`src/sv/cpwa_pkg.sv`:
```
// ----------------------------------------------------------------------------
// cpwa_pkg: shared types and constants of the cubic warp address generator
// Scaling constants, fixed-point widths, polynomial coefficients and the
// monomial bundle that travels from the monomial stages to the evaluators.
// ----------------------------------------------------------------------------
package cpwa_pkg;

    // Field widths
    localparam int COL_W     = 14;
    localparam int ROW_W     = 12;
    localparam int SRC_W     = 16;
    localparam int CFG_W     = 15;
    localparam int CFG_IDX_W = 1;

    // Register indexes of the configuration port
    localparam logic [CFG_IDX_W-1:0] REG_SOURCE_WIDTH  = 1'b0;
    localparam logic [CFG_IDX_W-1:0] REG_SOURCE_HEIGHT = 1'b1;

    localparam logic [CFG_W-1:0] SRC_WIDTH_RST  = 15'd6240;
    localparam logic [CFG_W-1:0] SRC_HEIGHT_RST = 15'd1600;

    // Number of register stages from the input word to the output word
    localparam int NSTG = 11;

    // Coordinate scaling: X = round(col * XS_NUM / XS_DEN) in Q16
    localparam int Q_FRAC = 16;
    localparam int RCP_W  = 32;
    localparam int REM_W  = 15;

    localparam logic [63:0] XS_NUM = 64'd6239;
    localparam logic [63:0] XS_DEN = 64'd10455;
    localparam logic [63:0] YS_NUM = 64'd1599;
    localparam logic [63:0] YS_DEN = 64'd2663;

    // Truncated reciprocals give an estimate that is exact or one low.
    localparam logic [RCP_W-1:0]  X_RCP  = RCP_W'((XS_NUM << (2 * Q_FRAC)) / XS_DEN);
    localparam logic [Q_FRAC-1:0] X_BIAS = Q_FRAC'(((XS_DEN >> 1) << Q_FRAC) / XS_DEN);
    localparam logic [REM_W-1:0]  X_NLO  = REM_W'(XS_DEN >> 1);
    localparam logic [REM_W-1:0]  X_DIV  = REM_W'(XS_DEN);
    localparam logic [RCP_W-1:0]  Y_RCP  = RCP_W'((YS_NUM << (2 * Q_FRAC)) / YS_DEN);
    localparam logic [Q_FRAC-1:0] Y_BIAS = Q_FRAC'(((YS_DEN >> 1) << Q_FRAC) / YS_DEN);
    localparam logic [REM_W-1:0]  Y_NLO  = REM_W'(YS_DEN >> 1);
    localparam logic [REM_W-1:0]  Y_DIV  = REM_W'(YS_DEN);

    // Monomial widths (unsigned Q16)
    localparam int X_W   = COL_W + RCP_W - Q_FRAC;
    localparam int Y_W   = ROW_W + RCP_W - Q_FRAC;
    localparam int XX_W  = 43;
    localparam int XY_W  = 41;
    localparam int YY_W  = 39;
    localparam int X3_W  = 56;
    localparam int X2Y_W = 54;
    localparam int XY2_W = 52;
    localparam int Y3_W  = 50;

    // Coefficient widths (signed Q40) for linear, quadratic and cubic terms
    localparam int LIN_W  = 42;
    localparam int QUAD_W = 27;
    localparam int CUB_W  = 17;

    localparam int ACC_W    = 64;
    localparam int ACC_FRAC = 40;
    localparam int RES_W    = ACC_W - ACC_FRAC;
    localparam logic signed [ACC_W-1:0] ACC_HALF = 64'sh0000_0080_0000_0000;

    typedef logic signed [ACC_W-1:0] coef_arr_t [10];

    // Order: 1, X, Y, X^2, XY, Y^2, X^3, X^2Y, XY^2, Y^3
    localparam coef_arr_t COL_COEF = '{
        64'sd2245642548569702, 64'sd1420239169598, -64'sd30406994066,
        -64'sd4652583, -64'sd12838997, 64'sd20909413,
        64'sd150, 64'sd7909, -64'sd9048, 64'sd3131
    };
    localparam coef_arr_t ROW_COEF = '{
        64'sd955849438490788, -64'sd223750616252, 64'sd1210012546367,
        64'sd63494597, 64'sd22668631, 64'sd48644593,
        -64'sd6394, -64'sd8666, 64'sd20035, -64'sd63100
    };

    typedef struct packed {
        logic [X_W-1:0]   x;
        logic [Y_W-1:0]   y;
        logic [XX_W-1:0]  xx;
        logic [XY_W-1:0]  xy;
        logic [YY_W-1:0]  yy;
        logic [X3_W-1:0]  x3;
        logic [X2Y_W-1:0] x2y;
        logic [XY2_W-1:0] xy2;
        logic [Y3_W-1:0]  y3;
    } mono_t;

endpackage

```
`src/sv/cpwa_scale.sv`:
```
// ----------------------------------------------------------------------------
// cpwa_scale: output pixel coordinate to scaled Q16 working coordinate
// Stage one estimates the rounded quotient by a reciprocal product, stage two
// checks the low remainder bits and adds one where the estimate fell short.
// ----------------------------------------------------------------------------
module cpwa_scale (
    input  logic                      clk,
    input  logic [1:0]                en,
    input  logic [cpwa_pkg::COL_W-1:0] col,
    input  logic [cpwa_pkg::ROW_W-1:0] row,
    output logic [cpwa_pkg::X_W-1:0]   x,
    output logic [cpwa_pkg::Y_W-1:0]   y
);
    import cpwa_pkg::*;

    localparam int XP_W = COL_W + RCP_W;
    localparam int YP_W = ROW_W + RCP_W;

    logic [XP_W-1:0]  xprod;
    logic [YP_W-1:0]  yprod;
    logic [X_W-1:0]   xest_reg;
    logic [Y_W-1:0]   yest_reg;
    logic [REM_W-1:0] xrem;
    logic [REM_W-1:0] yrem;
    logic [X_W-1:0]   x_next;
    logic [Y_W-1:0]   y_next;
    logic [X_W-1:0]   x_reg;
    logic [Y_W-1:0]   y_reg;

    assign xprod = XP_W'(col) * XP_W'(X_RCP) + XP_W'(X_BIAS);
    assign yprod = YP_W'(row) * YP_W'(Y_RCP) + YP_W'(Y_BIAS);

    // The remainder lies below twice the divisor, so its low bits suffice.
    assign xrem   = X_NLO - REM_W'(xest_reg[REM_W-1:0] * X_DIV);
    assign yrem   = Y_NLO - REM_W'(yest_reg[REM_W-1:0] * Y_DIV);
    assign x_next = xest_reg + X_W'(xrem >= X_DIV);
    assign y_next = yest_reg + Y_W'(yrem >= Y_DIV);

    always_ff @(posedge clk)
    begin
        if (en[0])
        begin
            xest_reg <= xprod[XP_W-1:Q_FRAC];
            yest_reg <= yprod[YP_W-1:Q_FRAC];
        end
        if (en[1])
        begin
            x_reg <= x_next;
            y_reg <= y_next;
        end
    end

    assign x = x_reg;
    assign y = y_reg;

endmodule

```
`config.mk`:
```
export PLATFORM = sky130hd
export DESIGN_NAME = cpwa_scale
export DESIGN_NICKNAME = d
export VERILOG_FILES = /design/src/sv/cpwa_pkg.sv /design/src/sv/cpwa_scale.sv
export SDC_FILE = /design/constraint.sdc
export NUM_CORES = 1
export LEC_CHECK = 0
export ABC_CLOCK_PERIOD_IN_PS = 8900
export BUFFER_PORTS_ARGS = -buffer_cell sky130_fd_sc_hd__buf_2
export CAP_MARGIN = 20
export CORE_AREA = 2 2 194 196
export DETAILED_ROUTE_END_ITERATION = 10
export DIE_AREA = 0 0 196 198
export PLACE_DENSITY_LB_ADDON = 0.08
export SLEW_MARGIN = 5
export SYNTH_ARGS = -nofsm -noshare
export SYNTH_HDL_FRONTEND = slang
export SYNTH_SLANG_ARGS = --single-unit
```
`constraint.sdc`:
```
create_clock -name clk -period 8.9 [get_ports clk]
set_input_delay 0.445 -clock clk [delete_from_list [all_inputs] [get_ports clk]]
set_output_delay 0.445 -clock clk [all_outputs]
set_load 0.01 [all_outputs]
```
# Word-level counts from Yosys, hierarchy flattened
# Index checks and enable logic that the tools add are counted.
# word_totals
memories	0
input_bits	29
word_cells	16
ram_bits	0
mem_bits_ro	0
register_bits	116
latchBits	0
# op_classes
order_cmp	2
addsub	6
n_bitwise	0
n_eq_ne	0
shift	0
mul	4
muxes	0
div_mod_pow	0
reduce_logical	0
# ops
operator	count
adder 46 x 15 -> 46 bit (second input constant)	1
adder 44 x 15 -> 44 bit (second input constant)	1
multiplier 14 x 30 -> 44 bit (second input constant)	1
multiplier 12 x 31 -> 43 bit (second input constant)	1
adder 30 x 1 -> 30 bit	1
adder 28 x 1 -> 28 bit	1
>= comparator 15 x 12 -> 1 bit (second input constant)	1
>= comparator 15 x 14 -> 1 bit (second input constant)	1
multiplier 15 x 12 -> 15 bit (second input constant)	1
multiplier 15 x 14 -> 15 bit (second input constant)	1
subtractor 11 x 15 -> 15 bit (first input constant)	1
subtractor 13 x 15 -> 15 bit (first input constant)	1

# Logic depth before layout (Yosys ltp)
# depth
word_depth	4
ltp_mapped	30
ltp_nobuf	30

# Worst setup path before layout
# OpenSTA, ideal clock, no wires.
# synth_timing
path_kind	flip-flop to flip-flop
start	register xest_reg[8]
end	register x_reg[27], in the netlist x[27], data pin
setup_time_ns	0.258
synth_period_minus_slack_ns	6.932
arrival_time_ns	6.674
path_slack_ns	1.968
path_stages_with_launch	26
t_required_ns	8.642
path_buffers	0
path_cell_list	edfxtp_1 -> inv_1 -> ha_1 -> inv_1 -> fa_1 -> ha_1 -> ha_1 -> inv_1 -> fa_1 -> fa_1 -> ha_1 -> a2111oi_0 -> nor3_1 -> mux4_2 -> a2bb2oi_1 -> nor3_1 -> a21oi_1 -> or2_2 -> ha_1 -> and3_1 -> nand3_1 -> nor4_1 -> nand2_1 -> nor3_1 -> nand3_1 -> xnor2_1
# synth_between
elab_chain_len	4
# synth_lines
element	line	source
start, declared	cpwa_scale.sv:21	logic [X_W-1:0] xest_reg;
start signal, assigned	cpwa_scale.sv:43	xest_reg <= xprod[XP_W-1:Q_FRAC];
multiplier 15 x 14 -> 15 bit	cpwa_scale.sv:34	assign xrem = X_NLO - REM_W'(xest_reg[REM_W-1:0] * X_DIV);
subtractor 13 x 15 -> 15 bit	cpwa_scale.sv:34	
>= comparator 15 x 14 -> 1 bit	cpwa_scale.sv:36	assign x_next = xest_reg + X_W'(xrem >= X_DIV);
adder 30 x 1 -> 30 bit (*)	cpwa_scale.sv:36	
net x_next[27]	cpwa_scale.sv:25	logic [X_W-1:0] x_next;
end signal, assigned	cpwa_scale.sv:48	x_reg <= x_next;
end, declared	cpwa_scale.sv:27	logic [X_W-1:0] x_reg;
# Mark *: on every way through the listed nets, which the timed path passes. The rest lies on a longest branch.
# A chain may end at the register's enable or synchronous reset.

# Final worst setup path
# layout_timing
start	register xest_reg[5]
end	register x_reg[29], in the netlist x[29], data pin
# Same word-level chain as after synthesis.

==> summary.md <==
| Metric | Value |
|---|---|
| Status | `finished, final reports clean` |
| Ant. Diodes | `0` |
| Slew margin rel. | `0.4365` |
| First-pass GRT wire length | `90,140 um` |
| Die extent in x | `196 um` |
| Number of global-route vias before repair | `17,470` |
| Final min period | `7.479 ns` |
| Worst EP arrival | `7.65 ns` |
| R2r endpoint | `x[29]$_DFFE_PP_` |
| Fin crit share | `0.8403` |
| Commonest cells post-synth | `inv_1 (526), ha_1 (428), fa_1 (287)` |
| DP Area | `24,840 um^2` |
| R2r worst-path depth | `26` |
| Largest stage delay on the critical path | `0.54 ns` |
| Setup Viol. Count Final | `0` |
| Total global-route track usage | `0.2956` |
| Synth Warn # | `0` |
| Synth top area share | `0.2396` |
| Clk buf depth | `2` |
| Rows | `71` |
| Dominant cell type by area after synthesis | `fa_1` |
| CTS root buf | `clkbuf_16` |
| Detailed Route WL | `55,610 um` |
| TritonCTS clock tree | `done` |
| Fmax | `133.7 MHz` |
| Syn_area_per_cell | `9.613 um^2` |
| Initial DRC Count | `1,042` |
| Worst-path clk slew | `0.06 ns` |
| Fraction of final layout cells sized beyond drive strength 1 | `0.06685` |
| Initial antenna violation count | `0` |
| CORE AREA | `36,960 um^2` |
| Pre-CTS WS | `1.141 ns` |
| Final-stage net count | `3,304` |
| Crit path max fanout | `7` |
| Hold path start | `xest_reg[27]$_DFFE_PP_` |
| First-pass iteration count of the detailed router | `5` |
| Post-synth EDFFs | `116` |
| DP HPWL | `47,790 um` |
| GPL Wtd Cong | `0.9406` |
| Synth Net Count | `3,239` |
| DRC | `0` |
| Area overhead of the layout relative to synthesis | `6.051%` |
| Final clock skew | `0.008501 ns` |
| Grt total ovfl | `0` |
| Total of max-cap violations | `0` |
| # Post-CTS Setup Buffers | `0` |
| Slowest stage cell on the critical path | `fa_1` |
| Cell area after synthesis | `23,980 um^2` |
| Kind of critical path | `register to register` |
| Buffers on Ports | `86` |
| Drt wl/cell | `18.25 um` |
| I/O Pins | `87` |
| Share of flip-flops with an asynchronous set or reset | `0` |
| RR Startpoint | `xest_reg[5]$_DFFE_PP_` |
| Worst Hold Class | `register to register` |
| Critical path launch point type | `register` |
| Die H | `198 um` |
| Number of hold buffers added after cts | `0` |
| Fin area | `25,440 um^2` |
| Largest net degree at the start of global routing | `59` |
| Post-CTS sizing | `0` |
| Sequential share of the synthesized area | `0.1452` |
| Final Hold Viols | `0` |
| PnR worst setup slack | `1.421 ns` |
| RSZ-0062 raised after global routing | `false` |
| Worst Tran Pin Value | `0.8335 ns` |
| Register-to-register setup slack | `1.42 ns` |
| Worst skew pair latency | `0.43 ns` |
| Distinct cells, synth | `99` |
| Clock net sink count | `116` |
| Starting Density | `0.6490` |
| Vias | `17,590` |
| Total die area | `38,810 um^2` |
| Hold_ws | `0.5844 ns` |
| Setup TNS | `0 ns` |
| Critical Path End Type | `register` |
| Cells after Synth | `2,495` |
| Htree depth | `4` |
| End of the worst hold path | `x[27]$_DFFE_PP_` |
| Cell with the most instances after synthesis | `inv_1` |
| ANT nets after route | `0` |
| Vias per inst | `5.773` |
| Min-Delay Path Depth | `1` |
| CTS buffer count | `17` |
| Yosys reg bits | `116` |
| Synth top area cells | `fa_1 (24%), ha_1 (22%), edfxtp_1 (15%)` |
| Fin. max-slew vios | `0` |
| Primary FF master, synth | `edfxtp_1` |
| Req. time, crit path | `9.07 ns` |
## cell type report
type	count	area [um^2]
clock buffer	17	425.4
clock inverter	15	157.7
fill	2929	11520
inverter	526	1974
multi-input combinational	1810	18340
sequential	116	3483
tap	474	593.1
timing repair buffer	89	457.9
## layer usage
metal  vias to the layer above  share of wire  global-route usage
met1                      8555           0.48              0.4338
met5                         -              0                   0
li1                       8496              -                   -
met2                       483           0.45              0.4696
met3                        57          0.056             0.03781
met4                         0          0.017             0.06790
## worst max-delay path: cells and delay by family (launching register included)
family,cells,cell delay (ns)
xor+xnor,1,0.17
flops,1,0.52
simple gates,9,2.03
buf+inv,3,0.15
fa+ha+maj,8,3.15
mux,1,0.47
compound gates,4,0.73
## placed cells by master (no fill, tap or decap), drive strengths merged, types with 8 or more instances in the layout
cell	n
nand2	104
fa	287
inv	529
xnor2	149
nor3	51
mux2i	8
a31oi	12
o21a	21
a211o	11
nor4	20
or3	12
edfxtp	116
a211oi	19
and3	23
nand2b	14
nor2b	16
and2	20
o21bai	21
buf	88
o211ai	19
clkbuf	17
ha	428
nor2	100
o21ai	60
xor2	49
nand4	31
a21o	35
or2	18
a21oi	97
nand3	57
## worst max path at each step
stage,to,startpoint,slack (ns),depth (start not counted)
2_1_floorplan,x[27]$_DFFE_PP_,xest_reg[8]$_DFFE_PP_,1.97,25
3_3_place_gp,x[29]$_DFFE_PP_,xest_reg[8]$_DFFE_PP_,1.44,25
3_5_place_dp,x[29]$_DFFE_PP_,xest_reg[8]$_DFFE_PP_,1.14,25
4_1_cts,x[29]$_DFFE_PP_,xest_reg[8]$_DFFE_PP_,1.09,25
5_1_grt,x[29]$_DFFE_PP_,xest_reg[8]$_DFFE_PP_,0.85,28
6_report,x[29]$_DFFE_PP_,xest_reg[5]$_DFFE_PP_,1.42,26
## stage by stage
stage          utilization  cells
2_1_floorplan            -   2495
3_3_place_gp        0.6722   3014
3_5_place_dp        0.6722   3014
4_1_cts             0.6879   3046
5_1_grt             0.6883   3047
6_report            0.6883   3047
## kinds of logic (layout without fill, tap and decap cells)
logic type	count (synthesis)	after routing	synth area share
AOI/OAI and AO/OA	375	375	0.1086
xor gates and xnor gates	198	198	0.07262
adders and majority gates	715	715	0.4628
buffers and inverters	569	647	0.08994
DFF	116	116	0.1452
muxes	13	13	0.006156
and+or+nand+nor	509	509	0.1146
Power is left out: the tool's default activity adds up to more than one toggle a clock period on the data nets, which glitch-free logic cannot reach.
